[src/design/utn_pkg.sv]
// Shared types and constants for the UTF-8 text normalizer.
// Used by utn_core and utf8_text_normalizer. No dependencies.
`default_nettype none

package utn_pkg;

    // Code point constants.
    localparam logic [20:0] FW_LO       = 21'h00FF01;
    localparam logic [20:0] FW_HI       = 21'h00FF5E;
    localparam logic [20:0] FW_OFS      = 21'h00FEE0;
    localparam logic [20:0] IDEO_SPACE  = 21'h003000;
    localparam logic [20:0] CP_SPACE    = 21'h000020;
    localparam logic [20:0] CP_TAB      = 21'h000009;
    localparam logic [20:0] CP_UPPER_A  = 21'h000041;
    localparam logic [20:0] CP_UPPER_Z  = 21'h00005A;
    localparam logic [20:0] CP_CASE_OFS = 21'h000020;
    localparam logic [20:0] CP_LIM1     = 21'h000080;
    localparam logic [20:0] CP_LIM2     = 21'h000800;
    localparam logic [20:0] CP_LIM3     = 21'h010000;

    // Lead byte boundaries and the space byte.
    localparam logic [7:0] LEAD3      = 8'hE0;
    localparam logic [7:0] LEAD4      = 8'hF0;
    localparam logic [7:0] SPACE_BYTE = 8'h20;

    // Maximum number of bytes one input word can produce.
    localparam int unsigned GRP_DEPTH = 5;

    // Decoder state carried from one input word to the next.
    typedef struct packed {
        logic [20:0] acc;   // code point being assembled
        logic [1:0]  left;  // continuation bytes still expected
        logic        seen;  // last code point was a space, or text start
        logic        pend;  // one collapsed space is held back
    } t_state;

    localparam t_state ST_RESET = '{acc: 21'd0, left: 2'd0, seen: 1'b1, pend: 1'b0};

    // Bytes produced by one input word, lowest index sent first.
    typedef struct packed {
        logic [GRP_DEPTH-1:0][7:0] bytes;
        logic [2:0]                cnt;   // number of result words, 0 to 5
        logic                      bare;  // the single result is a bare end marker
        logic                      last;  // final result word closes the text
    } t_group;

endpackage

`default_nettype wire

[src/design/utn_core.sv]
// Combinational decode, fold, collapse and re-encode step for one input byte.
// Depends on utn_pkg for the state and result group types.
`default_nettype none

module utn_core (
    input  var utn_pkg::t_state i_st,
    input  wire logic [7:0]     i_byte,
    input  wire logic           i_last,
    output utn_pkg::t_state     o_st,
    output utn_pkg::t_group     o_grp
);
    import utn_pkg::*;

    logic        code_vld;
    logic [20:0] cp;
    logic [20:0] acc_cat;
    logic [20:0] cp_f;
    logic [20:0] cp_l;
    logic        is_sp;
    logic [3:0][7:0] enc;
    logic [2:0]  enc_n;
    t_state      n_st;
    t_group      grp;

    assign acc_cat = {i_st.acc[14:0], i_byte[5:0]};

    // Sequence assembly: the lead byte alone sets the length.
    always_comb begin
        n_st     = i_st;
        code_vld = 1'b0;
        cp       = {13'd0, i_byte};
        if (i_st.left == 2'd0) begin
            if (!i_byte[7]) begin
                code_vld = 1'b1;
            end else if (i_byte < LEAD3) begin
                n_st.acc  = {16'd0, i_byte[4:0]};
                n_st.left = 2'd1;
            end else if (i_byte < LEAD4) begin
                n_st.acc  = {17'd0, i_byte[3:0]};
                n_st.left = 2'd2;
            end else begin
                n_st.acc  = {18'd0, i_byte[2:0]};
                n_st.left = 2'd3;
            end
        end else begin
            n_st.acc  = acc_cat;
            n_st.left = i_st.left - 2'd1;
            if (i_st.left == 2'd1) begin
                code_vld = 1'b1;
                cp       = acc_cat;
            end
        end
    end

    // Width folding, space detection and lower casing.
    always_comb begin
        cp_f = cp;
        if (cp >= FW_LO && cp <= FW_HI) begin
            cp_f = cp - FW_OFS;
        end
        if (cp_f == IDEO_SPACE) begin
            cp_f = CP_SPACE;
        end
        is_sp = (cp_f == CP_SPACE) || (cp_f == CP_TAB);
        cp_l  = cp_f;
        if (cp_f >= CP_UPPER_A && cp_f <= CP_UPPER_Z) begin
            cp_l = cp_f + CP_CASE_OFS;
        end
    end

    // Shortest-form encoding.
    always_comb begin
        enc = '0;
        if (cp_l < CP_LIM1) begin
            enc[0] = {1'b0, cp_l[6:0]};
            enc_n  = 3'd1;
        end else if (cp_l < CP_LIM2) begin
            enc[0] = {3'b110, cp_l[10:6]};
            enc[1] = {2'b10, cp_l[5:0]};
            enc_n  = 3'd2;
        end else if (cp_l < CP_LIM3) begin
            enc[0] = {4'b1110, cp_l[15:12]};
            enc[1] = {2'b10, cp_l[11:6]};
            enc[2] = {2'b10, cp_l[5:0]};
            enc_n  = 3'd3;
        end else begin
            enc[0] = {5'b11110, cp_l[20:18]};
            enc[1] = {2'b10, cp_l[17:12]};
            enc[2] = {2'b10, cp_l[11:6]};
            enc[3] = {2'b10, cp_l[5:0]};
            enc_n  = 3'd4;
        end
    end

    // Space collapsing, group assembly and end of text handling.
    always_comb begin
        o_st = n_st;
        grp  = '0;
        if (code_vld) begin
            if (is_sp) begin
                if (!i_st.seen) begin
                    o_st.pend = 1'b1;
                    o_st.seen = 1'b1;
                end
            end else begin
                o_st.seen = 1'b0;
                o_st.pend = 1'b0;
                if (i_st.pend) begin
                    grp.bytes[0]   = SPACE_BYTE;
                    grp.bytes[4:1] = enc;
                    grp.cnt        = enc_n + 3'd1;
                end else begin
                    grp.bytes[3:0] = enc;
                    grp.cnt        = enc_n;
                end
            end
        end
        if (i_last) begin
            // A cut-off sequence and a held space are simply dropped.
            o_st     = ST_RESET;
            grp.last = 1'b1;
            if (grp.cnt == 3'd0) begin
                grp.cnt  = 3'd1;
                grp.bare = 1'b1;
            end
        end
    end

    assign o_grp = grp;

endmodule

`default_nettype wire

[src/design/utf8_text_normalizer.sv]
// Top level of the UTF-8 text normalizer: input handshake, result group buffer
// and output register. Depends on utn_pkg and utn_core.
`default_nettype none

// Usage
// The slave channel takes one raw UTF-8 byte per word in i_s_tdata, with
// i_s_tlast on the final byte of a text. The master channel delivers the
// normalized text one byte per word in o_m_tdata; o_m_tuser is 1 when the word
// carries a byte and 0 for a bare end marker, and o_m_tlast closes the text.
// On the word that is accepted, utn_core decodes, folds and re-encodes in the
// same cycle, and the zero to five resulting bytes are loaded into a group
// buffer. The buffer feeds the output register one byte per cycle unless the
// receiver stalls; the first byte passes the buffer, then the output register.
// Throughput is one output byte per cycle without stalls, set by the single
// output register. Continuation bytes and collapsed spaces produce nothing and
// are taken every cycle while the buffer is empty; a byte that yields several
// results holds the input until the last leaves the buffer, so a plain ASCII
// stream runs at one byte per cycle without stalls. When the receiver stalls,
// the output register holds its word and the group buffer keeps the next bytes;
// input is refused while the buffer holds more than one byte or a stuck one.
// The output register lets one more group be taken while a finished byte waits.
// Synchronous reset (i_rst_n low) empties the buffer and output register and
// returns the decoder to text start: no partial sequence, no held space.
module utf8_text_normalizer (
    input  wire logic       i_clk,
    input  wire logic       i_rst_n,
    input  wire logic       i_s_tvalid,
    output logic            o_s_tready,
    input  wire logic [7:0] i_s_tdata,   // [7:0] in_byte
    input  wire logic       i_s_tlast,   // in_last
    output logic            o_m_tvalid,
    input  wire logic       i_m_tready,
    output logic [7:0]      o_m_tdata,   // [7:0] out_byte
    output logic            o_m_tuser,   // [0] byte_present
    output logic            o_m_tlast    // out_last
);
    import utn_pkg::*;

    t_state r_st;
    t_state n_st;
    t_group n_grp;

    // Group buffer: control count plus payload.
    logic [2:0]                r_gcnt;
    logic [GRP_DEPTH-1:0][7:0] r_gbytes;
    logic                      r_gbare;
    logic                      r_glast;

    // Output register.
    logic       r_ovalid;
    logic [7:0] r_obyte;
    logic       r_opres;
    logic       r_olast;

    logic move;
    logic accept;

    utn_core u_core (
        .i_st   (r_st),
        .i_byte (i_s_tdata),
        .i_last (i_s_tlast),
        .o_st   (n_st),
        .o_grp  (n_grp)
    );

    // The head of the group moves on whenever the output register is free or
    // being emptied. A new group may load as the last buffered byte leaves.
    assign move       = (r_gcnt != 3'd0) && (!r_ovalid || i_m_tready);
    assign o_s_tready = (r_gcnt == 3'd0) || ((r_gcnt == 3'd1) && move);
    assign accept     = i_s_tvalid && o_s_tready;

    always_ff @(posedge i_clk) begin
        if (!i_rst_n) begin
            r_st     <= ST_RESET;
            r_gcnt   <= 3'd0;
            r_ovalid <= 1'b0;
        end else begin
            if (accept) begin
                r_st   <= n_st;
                r_gcnt <= n_grp.cnt;
            end else if (move) begin
                r_gcnt <= r_gcnt - 3'd1;
            end
            if (move) begin
                r_ovalid <= 1'b1;
            end else if (i_m_tready) begin
                r_ovalid <= 1'b0;
            end
        end
    end

    always_ff @(posedge i_clk) begin
        if (accept) begin
            r_gbytes <= n_grp.bytes;
            r_gbare  <= n_grp.bare;
            r_glast  <= n_grp.last;
        end else if (move) begin
            r_gbytes <= {8'h00, r_gbytes[GRP_DEPTH-1:1]};
        end
        if (move) begin
            r_obyte <= r_gbytes[0];
            r_opres <= !r_gbare;
            r_olast <= r_glast && (r_gcnt == 3'd1);
        end
    end

    assign o_m_tvalid = r_ovalid;
    assign o_m_tdata  = r_obyte;
    assign o_m_tuser  = r_opres;
    assign o_m_tlast  = r_olast;

endmodule

`default_nettype wire

[config.mk]
export PLATFORM = sky130hd
export DESIGN_NAME = utf8_text_normalizer
export DESIGN_NICKNAME = d
export VERILOG_FILES = /design/src/design/utn_pkg.sv /design/src/design/utn_core.sv /design/src/design/utf8_text_normalizer.sv
export SDC_FILE = /design/constraint.sdc
export NUM_CORES = 1
export LEC_CHECK = 0
export BUFFER_PORTS_ARGS = -buffer_cell sky130_fd_sc_hd__buf_2
export CAP_MARGIN = 30
export CORE_UTILIZATION = 30
export CTS_CLUSTER_DIAMETER = 80
export DETAILED_ROUTE_END_ITERATION = 10
export SETUP_SLACK_MARGIN = 0.15
export SYNTH_ARGS = -nofsm -noshare
export SYNTH_HDL_FRONTEND = slang
export SYNTH_SLANG_ARGS = --single-unit
[constraint.sdc]
create_clock -name i_clk -period 7.86 [get_ports i_clk]
set_clock_uncertainty 0.15 [all_clocks]
set_input_delay 1.572 -clock i_clk [delete_from_list [all_inputs] [get_ports i_clk]]
set_output_delay 1.572 -clock i_clk [all_outputs]
set_load 0.02 [all_outputs]
==> PnR_summary.wiki <==
{| class="wikitable"
! Metric !! Value
|-
| Initial Utilization || 31.3%
|-
| Commonest cells after routing, fill and taps aside || 62 x nand2_1, 49 x edfxtp_1, 33 x nor2_1
|-
| Mapped Cells || 445
|-
| CTS-repair resized insts || 0
|-
| Final core utilization || 35.4%
|-
| GRT Total Usage || 16.0%
|-
| Syn_area_per_cell || 9.47 sq um
|-
| Tightest Pin Transition || 0.801 ns
|-
| ANT cells || 0
|-
| Num CTS Buffers || 9
|-
| Fraction of final layout cells with drive strength greater than 1 || a little over an eighth
|-
| Vias per cell || around 5.6
|-
| Worst hold-check path type || reg2reg
|-
| Routability congestion estimate from global placement || 0.853
|-
| Pwr/cell area || ~330 nW/um^2
|-
| Pin count of the biggest net entering global routing || 42
|-
| Drt drc || 0
|-
| Post-synthesis register bit count || 72
|-
| Crit end category || flop
|-
| H-tree levels || 3
|-
| Setup repair after global routing missed its margin || no
|-
| Total number of vias || 3577
|-
| Fraction of synthesis flops using an asynchronous set or reset pin || 0%
|-
| Final hold violation count || 0
|-
| Number of setup buffers added after CTS || 0
|-
| Final hold slack || 0.268 ns
|-
| Class of the most critical setup path || in2reg
|-
| Highest achievable clock rate || 0.184 GHz
|-
| Standard-cell rows || 42
|-
| Netlist cell types || a little under 70
|-
| Most frequent standard cell in the layout excluding fill and tap cells || nand2_1
|-
| Number of detailed-route iterations in the first pass || 5
|-
| Maximum vdd ir drop || between 100 and 150 uV
|-
| Fin crit period || 5.42 ns
|-
| Post-detailed-routing wire length || 11.1 mm
|-
| Std-Cell Core Area || 13500 sq um
|-
| Largest fanout of any net on the critical path || 9
|-
| Area enclosed by the die boundary || 14500 sq um
|-
| Portion of the post-synthesis area used by sequential elements || 45.9%
|-
| Initial antenna violation count || 0
|-
| Clock slew at reported path FFs || 0.06 ns
|-
| Final ANT Viol Nets || 0
|-
| Max Root-Sink Buffers || 2
|-
| Cts hold-fix bufs || 0
|-
| Yosys warns || 0
|-
| Setup crit start kind || primary input
|-
| Number of clock sinks seen by CTS || 72
|-
| Most used DFF post-synth || edfxtp_1
|-
| Run status || completed
|-
| Clock root cell || clkbuf_16
|-
| Finish-stage setup viols || 0
|-
| Worst slew margin relative to its limit || 46.5%
|-
| Share of the clock period used by the worst path || 69.0%
|-
| Width of the die || 121 microns
|-
| Wirelength per Cell || 17.2 microns
|-
| Vertical extent of the die || 121 microns
|-
| Number of global-route vias before repair || 3307
|-
| TritonCTS clock tree || yes
|-
| Latest clock arrival within the worst-skew pair || between 0.3 and 0.4 ns
|-
| Worst-case setup margin in the final layout || between 2 and 2.5 ns
|-
| Number of flops mapped to enable cells by yosys || 49
|-
| Initial detailed-routing violation count || between 400 and 500
|-
| Cell area after technology mapping || 4210 sq um
|-
| Setup TNS || 0 ns
|-
| Arrival time worst endpoint || 5.35 ns
|-
| Total of buffers placed on input and output ports || 24
|-
| Count of max-cap constraint violations || 0
|-
| Final Net Count || 481
|-
| Pre-CTS setup slack || between 2 and 2.5 ns
|-
| Max Transition Viols Final || 0
|-
| Net count after synthesis || 466
|-
| LEAKAGE || 1.72 nW
|-
| Number of ports placed on the die boundary || 25
|-
| Half-perimeter wire length after detailed placement || 7.75 mm
|-
| Overall power of the completed layout || 1.55 mW
|-
| Global-route wire length before repair || 18.1 mm
|-
| Area Growth Syn to Fin || 13.1%
|-
| Global route total overflow || 0
|-
| Required arrival time at the worst endpoint || ~7.8 ns
|}
-- cells by family after synthesis --
group,synth area share (%)
adders and majority gates,2.38
muxes,1.31
buffers and inverters,4.22
AOI/OAI and AO/OA,23.4
DFF,45.9
and+or+nand+nor,22.0
xor gates and xnor gates,0.832
-- cell type report --
type                            instances  area [sq um]
Multi-Input combinational cell        331          2100
Fill cell                            1383          8690
Clock buffer                            9           225
Sequential cell                        72          1930
Clock inverter                          7          61.3
Inverter                               17          63.8
Tap cell                              176           220
Timing Repair Buffer                   29           158
-- critical path, cell delays in order --
cell and delay (ns):
buf_2 0.12, mux2i_1 0.23, inv_1 0.15, ha_1 0.23, a211oi_2 0.34, a21o_1 0.17
a21oi_1 0.07, a311oi_1 0.54, ha_1 0.31, o21a_1 0.21, a21oi_2 0.14, or2_2 0.33
ha_1 0.23, xnor2_1 0.14, o21ai_0 0.12, o21a_1 0.16, o21ai_0 0.20, nor2b_1 0.07
-- where the power goes --
group	leakage (nW)	internal [mW]	switching, mW
sequential	0.688	0.622	0.0448
combinational	0.901	0.150	0.332
clock	0.135	0.220	0.179
-- stage by stage --
stage                     area (sq um)  cells
after detailed placement          4480    625
final                             4760    641
after floorplan                   4210    445
after global placement            4480    625
after global routing              4760    641
after CTS                         4760    641
-- path summary, 6_finish.rpt --
kind | slack [ns] | startpoint | to | cells past startpoint
max reg2reg | 2.57 | r_st[3] | r_gbare | 18
min reg2reg | 0.27 | r_gbytes[1] | o_m_tdata[1] | 0
max | 2.44 | i_s_tdata[6] | r_gbare | 18
min | 0.27 | r_gbytes[1] | o_m_tdata[1] | 0
-- state kept, by name, indices dropped and copies added (netlist names) --
| signal | cells |
|---|---|
| r_glast | 1 |
| o_m_tdata | 8 |
| r_gbare | 1 |
| r_gcnt | 3 |
| o_m_tlast | 1 |
| o_m_tuser | 1 |
| r_st | 19 |
| o_m_tvalid | 1 |
| r_gbytes | 37 |
-- cells in the mapped netlist, types with 4 or more instances --
library cell / count / area, sq um
nand2_1: 62 / 233
edfxtp_1: 49 / 1470
nor2_1: 33 / 124
a21oi_1: 23 / 115
dfxtp_1: 23 / 460
nor3_1: 21 / 105
nand3_1: 19 / 95.1
clkbuf_1: 17 / 63.8
inv_1: 15 / 56.3
a21boi_0: 12 / 90.1
nor2b_1: 11 / 68.8
o21ai_0: 11 / 55.1
o21ai_1: 9 / 45.0
o221ai_1: 9 / 78.8
ha_1: 8 / 100
buf_2: 7 / 35.0
a21o_1: 6 / 45.0
a2111oi_0: 5 / 43.8
a211oi_1: 5 / 37.5
a22o_1: 5 / 43.8
a22oi_1: 5 / 37.5
and3_1: 5 / 31.3
nor4_1: 5 / 31.3
mux2i_1: 4 / 40.0
o211ai_1: 4 / 30.0
o21a_1: 4 / 30.0
xnor2_1: 4 / 35.0
-- routing by layer --
metal	part of all wire [%]	track usage [%]	up-vias
met5	0	0	-
met3	5.1	2.83	20
li1	-	-	1717
met2	44	23.9	126
met4	2.6	7.64	0
met1	48	22.4	1714
Note: power is estimated with default switching activity, not from simulation.
